==> src/swm_pkg.sv <==
// Package for the spectral window multiplier: window codes, register indexes,
// Q30 window constants and the structs passed between the block's units.
// No dependencies.
`default_nettype none

package swm_pkg;

    localparam int CFG_IDX_W  = 2;
    localparam int CFG_DATA_W = 13;
    localparam int WTYPE_W    = 2;

    localparam logic [CFG_IDX_W-1:0] REG_FRAME_LENGTH = 2'd0;
    localparam logic [CFG_IDX_W-1:0] REG_WINDOW_TYPE  = 2'd1;

    localparam logic [WTYPE_W-1:0] WIN_RECT     = 2'd0;
    localparam logic [WTYPE_W-1:0] WIN_HAMMING  = 2'd1;
    localparam logic [WTYPE_W-1:0] WIN_HANN     = 2'd2;
    localparam logic [WTYPE_W-1:0] WIN_BLACKMAN = 2'd3;

    localparam int RST_FRAME_LENGTH = 1024;

    // Q30 constants
    localparam logic [31:0] ONE_Q30 = 32'd1073741824;
    localparam logic [31:0] K_HAM_A = 32'd579820585;
    localparam logic [31:0] K_HAM_B = 32'd493921239;
    localparam logic [31:0] K_HALF  = 32'd536870912;
    localparam logic [31:0] K_BK_A  = 32'd450971566;
    localparam logic [31:0] K_BK_C  = 32'd85899346;
    localparam logic [63:0] HALF_PI_Q30 = 64'd1686629713;

    // cosine table entries are Q1.30 magnitudes in [0, 1.0]
    localparam int COS_W = 31;

    // phase step divider: 33 quotient bits, one per cycle
    localparam int DIV_STEPS = 33;
    localparam int DIV_CNT_W = 6;

    typedef struct packed {
        logic [31:0]        phase;
        logic [WTYPE_W-1:0] wtype;
        logic               unity;
    } coef_req_t;

    typedef struct packed {
        logic busy;
        logic done;
    } div_status_t;

endpackage

`default_nettype wire

==> src/swm_step_div.sv <==
// Restoring divider for the phase step round(2^32 / m), one quotient bit per cycle.
// Depends on swm_pkg.
`default_nettype none

module swm_step_div
    import swm_pkg::*;
#(
    parameter int DIV_W = 12
)
(
    input  logic              clk,
    input  logic              rst_n,
    input  logic              start,
    input  logic [DIV_W-1:0]  divisor,
    output div_status_t       status,
    output logic [31:0]       quotient
);

    logic [DIV_CNT_W-1:0] cnt_reg, cnt_next;
    logic                 busy_reg, busy_next;
    logic                 done_reg, done_next;
    logic [DIV_W-1:0]     dvsr_reg, dvsr_next;
    logic [DIV_W-1:0]     rem_reg, rem_next;
    logic [32:0]          work_reg, work_next;
    logic [DIV_W:0]       rem_sh;
    logic [DIV_W:0]       diff;
    logic                 ge;

    always_comb
    begin
        rem_sh    = {rem_reg, work_reg[32]};
        diff      = rem_sh - {1'b0, dvsr_reg};
        ge        = rem_sh >= {1'b0, dvsr_reg};
        cnt_next  = cnt_reg;
        busy_next = busy_reg;
        done_next = 1'b0;
        dvsr_next = dvsr_reg;
        rem_next  = rem_reg;
        work_next = work_reg;
        if (start)
        begin
            busy_next = 1'b1;
            cnt_next  = DIV_CNT_W'(DIV_STEPS);
            dvsr_next = divisor;
            rem_next  = '0;
            // dividend 2^32 + floor(m/2) rounds the quotient to nearest
            work_next = {1'b1, 32'(divisor >> 1)};
        end
        else if (busy_reg)
        begin
            rem_next  = ge ? diff[DIV_W-1:0] : rem_sh[DIV_W-1:0];
            work_next = {work_reg[31:0], ge};
            cnt_next  = cnt_reg - DIV_CNT_W'(1);
            if (cnt_reg == DIV_CNT_W'(1))
            begin
                busy_next = 1'b0;
                done_next = 1'b1;
            end
        end
    end

    always_ff @(posedge clk or negedge rst_n)
    begin
        if (!rst_n)
        begin
            cnt_reg  <= '0;
            busy_reg <= 1'b0;
            done_reg <= 1'b0;
        end
        else
        begin
            cnt_reg  <= cnt_next;
            busy_reg <= busy_next;
            done_reg <= done_next;
        end
    end

    always_ff @(posedge clk)
    begin
        dvsr_reg <= dvsr_next;
        rem_reg  <= rem_next;
        work_reg <= work_next;
    end

    assign status.busy = busy_reg;
    assign status.done = done_reg;
    assign quotient    = work_reg[31:0];

endmodule

`default_nettype wire

==> config.mk <==
export PLATFORM = sky130hd
export DESIGN_NAME = swm_step_div
export DESIGN_NICKNAME = d
export VERILOG_FILES = /design/src/swm_pkg.sv /design/src/swm_step_div.sv
export SDC_FILE = /design/constraint.sdc
export NUM_CORES = 1
export LEC_CHECK = 0
export BUFFER_PORTS_ARGS = -buffer_cell sky130_fd_sc_hd__buf_4
export CAP_MARGIN = 15
export CORE_AREA = 10 10 81 136
export CTS_BUF_LIST = sky130_fd_sc_hd__clkbuf_16
export DETAILED_ROUTE_END_ITERATION = 12
export DIE_AREA = 0 0 91 146
export SETUP_SLACK_MARGIN = 0.05
export SYNTH_ARGS = -nofsm -noshare
export SYNTH_HDL_FRONTEND = slang
export SYNTH_SLANG_ARGS = --single-unit
==> constraint.sdc <==
create_clock -name clk -period 2.55 [get_ports clk]
set_input_delay 0.51 -clock clk [delete_from_list [all_inputs] [get_ports clk]]
set_output_delay 0.51 -clock clk [all_outputs]
set_load 0.02 [all_outputs]
# Word level (Yosys, flattened, before mapping)
# Cells that the tools add are included.
# Widths: inputs -> output; s select.
[totals]
out_inout_bits = 34
word_cells = 23
regBits = 65
input_bits = 15
[op_classes]
magnitude_cmp = 1
addsub = 2
mux = 11
n_reduce_logical = 1
n_eq_ne = 1
[op_table]
columns = ["op", "count"]
rows = [
  ["$mux 11", 2],
  ["$ge 13x12->1", 1],
  ["$mux 12", 1],
  ["$mux 6", 2],
  ["$sub 12x12->12", 1],
  ["$eq 6x1->1 const B", 1],
  ["$mux 1", 6],
  ["$sub 6x1->6 const B", 1],
  ["$reduce_bool 2->1", 1],
]

# Longest topological paths before layout
# Gate-level depths: netlist of the first run.
[logic_depth]
ltp_word = 4
ltp_mapped = 9
depth_no_buf = 9

# Least setup slack after synthesis of the first run
# Ideal clock, no wire load.
[synth_path]
path_type = "reg2reg"
startpoint = "register dvsr_reg[6]"
endpoint = "register work_reg[0] (data pin)"
path_stages_with_launch = 8
arrival_ps = 1957
n_path_buf = 0
synth_period_minus_slack_ps = 2217
required_time_ps = 2290
setup_ps = 260
path_slack_ps = 333
cell_sequence = "edfxtp_1 > inv_1 > ha_1 > a211oi_2 > o21bai_1 > a2111oi_4 > nand2_1 > mux2_2"
[synth_via]
elab_chain_len = 3
[synth_rtl]
columns = ["element", "line", "text"]
rows = [
  ["start: declaration", "swm_step_div.sv:22", "logic [DIV_W-1:0] dvsr_reg, dvsr_next;"],
  ["start signal: assignment", "swm_step_div.sv:80", "dvsr_reg <= dvsr_next;"],
  ["$ge 13x12->1", "swm_step_div.sv:33", "ge = rem_sh >= {1'b0, dvsr_reg};"],
  ["$mux 11", "swm_step_div.sv:49", "else if (busy_reg)"],
  ["$mux 11", "swm_step_div.sv:40", "if (start)"],
  ["via work_next[0]", "swm_step_div.sv:24", "logic [32:0] work_reg, work_next;"],
  ["end signal: assignment", "swm_step_div.sv:82", "work_reg <= work_next;"],
  ["end: declaration", "swm_step_div.sv:24", ""],
]
# The timed path passes the listed nets, and every way through them passes these cells. The select of a mux whose other input is x is not followed.
# A chain may end at the register's enable or synchronous reset.

# Final worst setup path of the first run
[layout_path]
startpoint = "register dvsr_reg[6]"
endpoint = "register rem_reg[7]"
[layout_via]
elab_chain_len = 2
word_cells_on_any_way = 3
classes_between = "1 x add/sub; 1 x order compare; 1 x mux"
[layout_rtl]
columns = ["element", "line", "text"]
rows = [
  ["$sub 12x12->12 / $ge 13x12->1 (equally long branches)", "swm_step_div.sv:32, swm_step_div.sv:33", ""],
  ["$mux 12 *", "swm_step_div.sv:51", "rem_next = ge ? diff[DIV_W-1:0] : rem_sh[DIV_W-1:0];"],
  ["end signal: assignment", "swm_step_div.sv:81", "rem_reg <= rem_next;"],
  ["end: declaration", "swm_step_div.sv:23", "logic [DIV_W-1:0] rem_reg, rem_next;"],
]
# Mark *: on every way between the ends. The rest lies on a longest branch, timed or not.

==> results of run 1 <==
cells by family after synthesis:
group | synth area share
adder cells (fa/ha/maj) | 0.05731
AND/OR/NAND/NOR | 0.1227
flip-flops | 0.4614
AO/OA/AOI/OAI | 0.1095
multiplexers | 0.1010
buffers and inverters | 0.1146
XOR/XNOR | 0.03343
layout make-up:
cell class	instances	area, um^2
flip-flops and latches	65	1573
inverters	21	78.83
clock inverters	7	85.08
well taps	120	150.1
repair buffers	54	420.4
multi-input cells	197	1459
fillers	878	4872
clock buffers	9	225.2
synth_stat cells (all sizes together) (3+ instances only):
cell,instances,share of area
clkbuf,9,0.0099
xnor2,10,0.026
nor2,39,0.043
nand4,3,0.0055
a211oi,6,0.015
xor2,3,0.0077
inv,21,0.023
a311oi,4,0.018
edfxtp,23,0.20
mux2,11,0.036
buf,38,0.082
dfrtp,8,0.059
ha,14,0.051
o21ai,10,0.015
o211ai,5,0.011
nor3b,3,0.0066
nor2b,4,0.0073
mux2i,22,0.065
a21oi,8,0.012
nand3,5,0.0073
nor3,3,0.0044
nand2b,5,0.0092
nand2,19,0.021
dfxtp,34,0.20
final timing paths:
| path | slack, ns | startpoint | end |
|---|---|---|---|
| hold / removal | 0.36 | divisor[0] | dvsr_reg[0]$_DFFE_PP_ |
| max in group asynchronous | 1.86 | rst_n | busy_reg$_DFF_PN0_ |
| hold reg to reg | 0.51 | rem_reg[6]$_SDFFE_PP0P_ | rem_reg[6]$_SDFFE_PP0P_ |
| setup / recovery | 0.19 | dvsr_reg[6]$_DFFE_PP_ | rem_reg[7]$_SDFFE_PP0P_ |
| setup reg to reg | 0.19 | dvsr_reg[6]$_DFFE_PP_ | rem_reg[7]$_SDFFE_PP0P_ |
| min in group asynchronous | 0.55 | rst_n | cnt_reg[5]$_DFFE_PN0P_ |
through the flow:
stage | setup WS [ns] | total power [uW]
after global routing | 0.07280 | 4428
final | 0.1910 | 4192
after global placement | 0.2390 | 2893
after floorplan | 0.3330 | 2586
after CTS | 0.1748 | 4224
after detailed placement | 0.1854 | 2917
metal layers:
layer	wire length [um]	track usage	share of wire	up-vias
met4	206	0.06614	0.028	0
met3	358	0.03771	0.049	15
li1	-	-	-	1145
met2	4151	0.2104	0.57	51
met1	2600	0.1038	0.36	1120
met5	0	0	0	-
layout by cell type, fill, tap and decap left out, drive strengths merged, types with 2 or more instances in the layout:
master and n:
mux2i 22, inv 21, and3 2, a311oi 4, a21oi 8, nand2b 5, xor2 3, a211oi 6
dfxtp 34, nor3b 3, a41oi 2, xnor2 10, clkbuf 9, bufinv 2, mux2 11, edfxtp 23
o21ai 10, o221ai 2, a2111oi 2, nand2 19, nor2b 4, dfrtp 8, nand4 3, and2 2
o211ai 5, clkinv 4, nand3 5, nor3 3, ha 14, buf 53, nor2 39
power groups by stage:
stage	clock [uW]	combinational (uW)	sequential [uW]
floorplan	0	1180	1410
global placement	0	1410	1480
detailed placement	0	1430	1490
CTS	1310	1440	1470
global route	1350	1590	1490
finish	1280	1450	1460
timing repair:
| item | in CTS | in global routing |
|---|---|---|
| endpoints found under the hold margin | 8 | 0 |
| gates resized for setup | 0 | 4 |
| hold buffers | 1 | 0 |
| setup endpoints to repair | 0 | 4 |
==> results.cfg, run 1 <==
[synthesis]
seq_area_frac_synth = 0.4614
async_reset_ff_frac = 0.1231
syn_nets = 360
syn_area_mm2 = 0.003406
synth_cell_type_count = 48
ys_seq_elements = 65
synth_area_per_cell_um2 = 10.32
synth_flop_cell = dfxtp_1
synth_cells = 330
yosysWarnings = 0
synth_edf_count = 23

[placed_design]
dpl.hpwl_mm = 5.466
dpl.cell_count = 456
port_buffers = 48
placed_cell_area_mm2 = 0.003656
place_congestion = 0.8835

[sta]
relSlewSlack = 0.6600
rsz0062_at_grt = false
tns_ns = 0
setup_violations = 0
skew_ns = 0.008905
hold_violations = 0
maxSlewViolCount = 0
worst_pin_slew_ns = 0.5087
period_needed_ns = 2.359
fmax_mhz = 423.9
fin_hold_ws_ns = 0.3615
post-route-period-util = 0.9251

[setup_path]
critPathCaptureType = flop
start_kind = flop
critical-path-max-stage-delay_ns = 0.40
cp.required_ns = 2.79
timing_worst_setup_path_type = flop to flop
crit_fanout = 12
rr_worst_depth = 9
cp_num_cells = 9
arrival_ns = 2.60
cp_num_buf_inv = 2
path_cells = inv_1 -> ha_2 -> a211oi_4 -> o21bai_2 -> a2111oi_4 -> buf_4 -> and2_4 -> nand2_1 -> a311oi_2
critPathTopFamily = compound AO/OA/AOI/OAI gates
crit_slowest_cell = a2111oi_4

[routing]
via_per_inst = 4.928
postRouteAntennaNets = 0
wl_mm = 7.317
drtIter0Drc = 135
post-route-drc-count = 0
wire_per_inst_um = 15.47
firstDrtPassIters = 4
routed-via-count = 2331

[grt]
grt_antenna_before_repair = 0
grt_pass1_wl_mm = 12.08
globalRouteOverflowTotal = 0
grt_pass1_vias = 2496
grt_max_degree = 34
grt_usage = 0.1138

[min_path]
min_path_type = input pin to flop
hold_depth = 1

[power_and_ir_drop]
peakVddDrop_uv = 572.7
p_leak_uw = 0.001810
power_density_mw_per_mm2 = 1050
p_comb_frac = 0.345
seq_power_share = 0.349
power_frac_clock = 0.306
p_sw_frac = 0.3334
p_sw_uw = 1398
p_int_uw = 2795

[clocking]
cts_setup_buffers = 0
clk_pin_slew_worst_paths_ns = 0.05
clkLatencyLatePin_ns = 0.33
htree_num_levels = 3
cts-root-buf = clkbuf_16
cts_sinks = 65
clockBufferDepth = 2
numCtsBuffers = 9
cts_tree = yes

[die]
num_rows = 46
floorplan.initialDensity = 0.3842
die-height_um = 146
die-area_mm2 = 0.01329
die_w_um = 91
core_area_mm2 = 0.008864
ioPinCount = 49

[finish]
stdcell_count = 473
finalNetCount = 378
drive_gt1_frac = 0.2578
largest_reg_flops = 33
design_area_mm2 = 0.003991
syn_to_final_growth_pct = 17.19
n_antenna_cell = 0
fin_util = 0.4503

[flow_run]
drv_cap = 0

[status]
status = finished clean
(Power assumes the default switching activity.)
==> inputs of run 2 (changes only) <==
- ABC_AREA: unset -> 1
- CORE_AREA: 10 10 81 136 -> 10 10 82 138
- DIE_AREA: 0 0 91 146 -> 0 0 92 148
- PLACE_DENSITY: unset -> 0.66
- SLEW_MARGIN: unset -> 20
==> results.cfg, run 2 <==
[sta]
fmax_mhz = 467.7
setup_violations = 0
worst_pin_slew_ns = 0.9945
fin_hold_ws_ns = 0.3706
worst_slack_ns = 0.4117
rsz0062_at_grt = false
period_needed_ns = 2.138
maxSlewViolCount = 0
post-route-period-util = 0.8386
skew_ns = 0.006173
tns_ns = 0
relSlewSlack = 0.3345
hold_violations = 0

[synthesis]
synth_cells = 435
syn_area_mm2 = 0.003523
synth_area_leaders = edfxtp_1 20%, dfxtp_1 19%, nand2_1 13%, inv_1 7.6%, buf_4 7.2%
synth_cell_type_count = 34
seq_area_frac_synth = 0.4460
async_reset_ff_frac = 0.1231
syn_nets = 465
synth_edf_count = 23
ys_seq_elements = 65
synth_flop_cell = dfxtp_1
yosysTopAreaCellShare = 0.1960
synth_area_per_cell_um2 = 8.100
yosysWarnings = 0
ys_top_cells_by_count = 120 x nand2_1, 71 x inv_1, 34 x buf_4, 34 x dfxtp_1, 23 x edfxtp_1
yosysMostFrequentCell = nand2_1
yosys.area.top_type = edfxtp_1

[min_path]
hold_start = divisor[0]
min_path_type = input pin to flop

[grt]
grt_usage = 0.1165
grt_antenna_before_repair = 0
grt_pass1_wl_mm = 12.92
grt_max_degree = 34
grt_pass1_vias = 2794
globalRouteOverflowTotal = 0

[finish]
multiInputGateArea_mm2 = 0.001361
drive_gt1_frac = 0.1878
syn_to_final_growth_pct = 14.81
largest_reg_flops = 33
seqCellArea_mm2 = 0.001572
fillerInstances = 926
mostFrequentLayoutCells = 120 x nand2_1, 71 x inv_1, 50 x buf_4
layout_commonest_cell = nand2_1
n_antenna_cell = 0
finalNetCount = 483

[routing]
wl_met2_mm = 4.348
wire_per_inst_um = 13.58
routed-wl-met3_um = 269
wl_met1_mm = 3.082
via_per_inst = 4.711
firstDrtPassIters = 4
wl_mm = 7.852
highest_layer = met4
drtIter0Drc = 152
post-route-drc-count = 0
postRouteAntennaNets = 0
routed-via-count = 2723

[die]
num_rows = 46
die-area_mm2 = 0.01362
die-height_um = 148
core_area_mm2 = 0.008979
ioPinCount = 49
floorplan.initialDensity = 0.3924
die_w_um = 92

[clocking]
cts-root-buf = clkbuf_16
cts_setup_buffers = 0
htree_num_levels = 3
cts_tree = yes
numCtsBuffers = 9
clk_pin_slew_worst_paths_ns = 0.06
cts_sinks = 65
clkLatencyLatePin_ns = 0.32
clockBufferDepth = 2

[setup_path]
cp.required_ns = 2.79
critPathCaptureType = flop
crit_fanout = 33
timing_worst_setup_path_type = flop to flop
startpoint = busy_reg$_DFF_PN0_
arrival_ns = 2.38
start_kind = flop
reg2reg_from = busy_reg$_DFF_PN0_

[power_and_ir_drop]
p_leak_uw = 0.001934
peakVddDrop_uv = 516.7
power_density_mw_per_mm2 = 915.6

[flow_run]
drv_cap = 0

[placed_design]
place_congestion = 0.8960
dpl.hpwl_mm = 6.144
preCtsSetupSlack_ns = 0.2034
port_buffers = 48

[status]
status = finished clean
-- run 2: what timing repair did --
item,CTS,global route
setup endpoints to repair,0,0
gates resized for setup,0,0
endpoints found under the hold margin,8,0
hold buffers,1,0
-- run 2: final timing paths --
| path | end | slack [ns] | cells past startpoint |
|---|---|---|---|
| setup / recovery | work_reg[30]$_SDFFE_PP0P_ | 0.41 | 3 |
| hold / removal | dvsr_reg[0]$_DFFE_PP_ | 0.37 | 1 |
| setup reg to reg | work_reg[30]$_SDFFE_PP0P_ | 0.41 | 3 |
| hold reg to reg | rem_reg[1]$_SDFFE_PP0P_ | 0.47 | 2 |
| max in group asynchronous | busy_reg$_DFF_PN0_ | 1.87 | 2 |
| min in group asynchronous | cnt_reg[1]$_DFFE_PN0P_ | 0.55 | 2 |
-- run 2: cells by family after synthesis --
group,share of synthesized area
buffers and inverters,0.1676
DFF,0.4460
and+or+nand+nor,0.2486
AOI/OAI and AO/OA,0.06996
adders and majority gates,0.05540
xor gates and xnor gates,0.01243
-- run 2: layout make-up --
type                    instances  share of cell area
clock buffers                  10             0.06186
clock inverters                 6             0.01021
inverters                      76             0.07052
multi-input cells             250              0.3365
flip-flops and latches         65              0.3885
well taps                     120             0.03712
repair buffers                 51             0.09527
-- run 2: metrics by stage --
stage	std cells	area (um^2)	utilization	power, uW
2_1_floorplan	435	3523	-	2337
3_3_place_gp	561	3744	0.4169	2555
3_5_place_dp	561	3744	0.4169	2584
4_1_cts	578	4045	0.4505	3745
5_1_grt	578	4045	0.4505	3962
6_report	578	4045	0.4505	3704
-- run 2: worst max-delay path, stage by stage (launching register included) --
cell     delay (ns)
dfrtp_1        0.45
nor2_1         0.79
inv_2          0.51
o22ai_1        0.30
-- run 2: routing by layer --
layer	vias up	track usage
met2	58	0.2174
met5	-	0
met4	0	0.06124
met3	14	0.02535
met1	1258	0.1154
li1	1393	-
-- run 2: report_power, final --
part | total (uW) | switching (uW) | leakage [uW] | internal (uW)
registers | 1330 | 103 | 0.000612 | 1230
logic | 1230 | 775 | 0.00119 | 453
clock network | 1140 | 431 | 0.000136 | 713
total | 3700 | 1310 | 0.00193 | 2390
==> inputs of run 3 (changes only) <==
- ABC_AREA: 1 -> 0
- CORE_AREA: 10 10 82 138 -> 10 10 81 136
- DIE_AREA: 0 0 92 148 -> 0 0 91 146
- clock period: 2.55 -> 2 ns (I/O delays scaled with it)
==> results.cfg, run 3 (synthesized netlist as in run 1, its figures left out) <==
[status]
status = finished with violations
violations = setup timing

[clocking]
cts-root-buf = clkbuf_16
clkLatencyLatePin_ns = 0.33
clk_pin_slew_worst_paths_ns = 0.06
cts_tree = yes
clockBufferDepth = 2
htree_num_levels = 3
cts_sinks = 65
numCtsBuffers = 9

[placed_design]
preCtsSetupSlack_ns = -0.1485
placed_cell_area_mm2 = 0.003894
place_congestion = 0.8790
port_buffers = 48
dpl.hpwl_mm = 5.913

[setup_path]
timing_worst_setup_path_type = flop to flop
critPathCaptureType = flop
start_kind = flop
arrival_ns = 2.22
startpoint = dvsr_reg[6]$_DFFE_PP_
crit_fanout = 4
critical-path-max-stage-delay_ns = 0.43
cp.required_ns = 2.09
path_cells = inv_2 -> ha_4 -> a211oi_4 -> o21bai_2 -> a2111oi_4 -> nand2_2 -> mux2_4
crit_slowest_cell = a2111oi_4
reg2reg_from = dvsr_reg[6]$_DFFE_PP_

[sta]
tns_ns = -0.6989
skew_ns = 0.003736
worst_pin_slew_ns = 0.5323
post-route-period-util = 1.066
relSlewSlack = 0.6401
maxSlewViolCount = 0
hold_violations = 0
worst_slack_ns = -0.1315
setup_violations = 13
rsz0062_at_grt = true
period_needed_ns = 2.131
fmax_mhz = 469.2

[power_and_ir_drop]
p_sw_frac = 0.3401
power_frac_clock = 0.267
total_power_uw = 5801
peakVddDrop_uv = 704.2
power_density_mw_per_mm2 = 1335
p_comb_frac = 0.416
seq_power_share = 0.317
p_sw_uw = 1973
p_int_uw = 3828
p_leak_uw = 0.002006

[routing]
via_per_inst = 4.947
firstDrtPassIters = 4
routed-via-count = 2523
wl_mm = 7.804
post-route-drc-count = 0
postRouteAntennaNets = 0
drtIter0Drc = 156
wire_per_inst_um = 15.30

[die]
ioPinCount = 49
num_rows = 46
die-area_mm2 = 0.01329
floorplan.initialDensity = 0.3842
core_area_mm2 = 0.008864
die-height_um = 146
die_w_um = 91

[finish]
mostFrequentLayoutCells = 87 x buf_4, 39 x nor2_1, 33 x dfxtp_1
fillerInstances = 833
design_area_mm2 = 0.004344
fin_util = 0.4901
syn_to_final_growth_pct = 27.55
layout_commonest_cell = buf_4
drive_gt1_frac = 0.3821
largest_reg_flops = 33
finalNetCount = 415
n_antenna_cell = 0

[grt]
grt_pass1_vias = 2664
globalRouteOverflowTotal = 0
grt_usage = 0.1190
grt_antenna_before_repair = 0
grt_max_degree = 34
grt_pass1_wl_mm = 12.72

[min_path]
hold_start = divisor[11]
min_path_type = input pin to flop

[flow_run]
drv_cap = 0
run 3: cell count changes in the layout (fill, tap and decap cells not counted), moves of 10 or more:
cell | previous run | this run
buf_4 | 50 | 87
inv_1 | 71 | 19
mux2_2 | 0 | 10
mux2i_1 | 0 | 22
nand2_1 | 120 | 16
nand3_1 | 21 | 5
nor2_1 | 18 | 39
o22ai_1 | 21 | 0
run 3: worst max-delay path: cells and delay by family, from the launching register on:
kind | cells | cell delay, ns
compound gates | 3 | 0.77
flops | 1 | 0.37
mux | 1 | 0.29
fa+ha+maj | 1 | 0.20
simple gates | 1 | 0.19
buf+inv | 1 | 0.07
run 3: final timing paths:
check / endpoint / slack [ns] / cells past startpoint
hold / removal: dvsr_reg[11]$_DFFE_PP_ / 0.25 / 1
max in group asynchronous: busy_reg$_DFF_PN0_ / 1.42 / 2
hold reg to reg: cnt_reg[5]$_DFFE_PN0P_ / 0.52 / 2
setup / recovery: work_reg[0]$_DFFE_PP_ / -0.13 / 7
setup reg to reg: work_reg[0]$_DFFE_PP_ / -0.13 / 7
min in group asynchronous: busy_reg$_DFF_PN0_ / 0.44 / 2
run 3: through the flow:
step	std cells	hold WS (ns)
after detailed placement	487	0.2268
after floorplan	330	0.1044
after global routing	510	0.2410
after CTS	505	0.2351
final	510	0.2474
after global placement	487	0.2237
run 3: layout make-up:
class	count	area, um^2	share of cell area
clock buffers	9	225.2	0.05184
clock inverters	7	70.07	0.01613
inverters	21	78.83	0.01815
multi-input cells	198	1560	0.3592
flip-flops and latches	65	1574	0.3623
well taps	120	150.1	0.03456
repair buffers	90	685.7	0.1578
run 3: power groups by stage:
stage | Sequential (uW) | Clock (uW) | Combinational (uW)
after floorplan | 1800 | 0 | 1520
after global placement | 1850 | 0 | 2080
after detailed placement | 1860 | 0 | 2140
after CTS | 1830 | 1580 | 2190
after global routing | 1870 | 1620 | 2650
final | 1840 | 1550 | 2410
run 3: repair_timing:
item | in CTS | in global routing
endpoints found under the hold margin | 8 | 0
resized for setup | 7 | 21
hold buffers | 1 | 0
setup endpoints to repair | 13 | 13
gates cloned | 0 | 1
pin swaps | 5 | 7
setup buffers | 1 | 4
run 3: metal layers:
metal	track usage	wire, um
met1	0.1126	2876
met2	0.2198	4315
met4	0.06535	280
met5	0	0
met3	0.03564	332
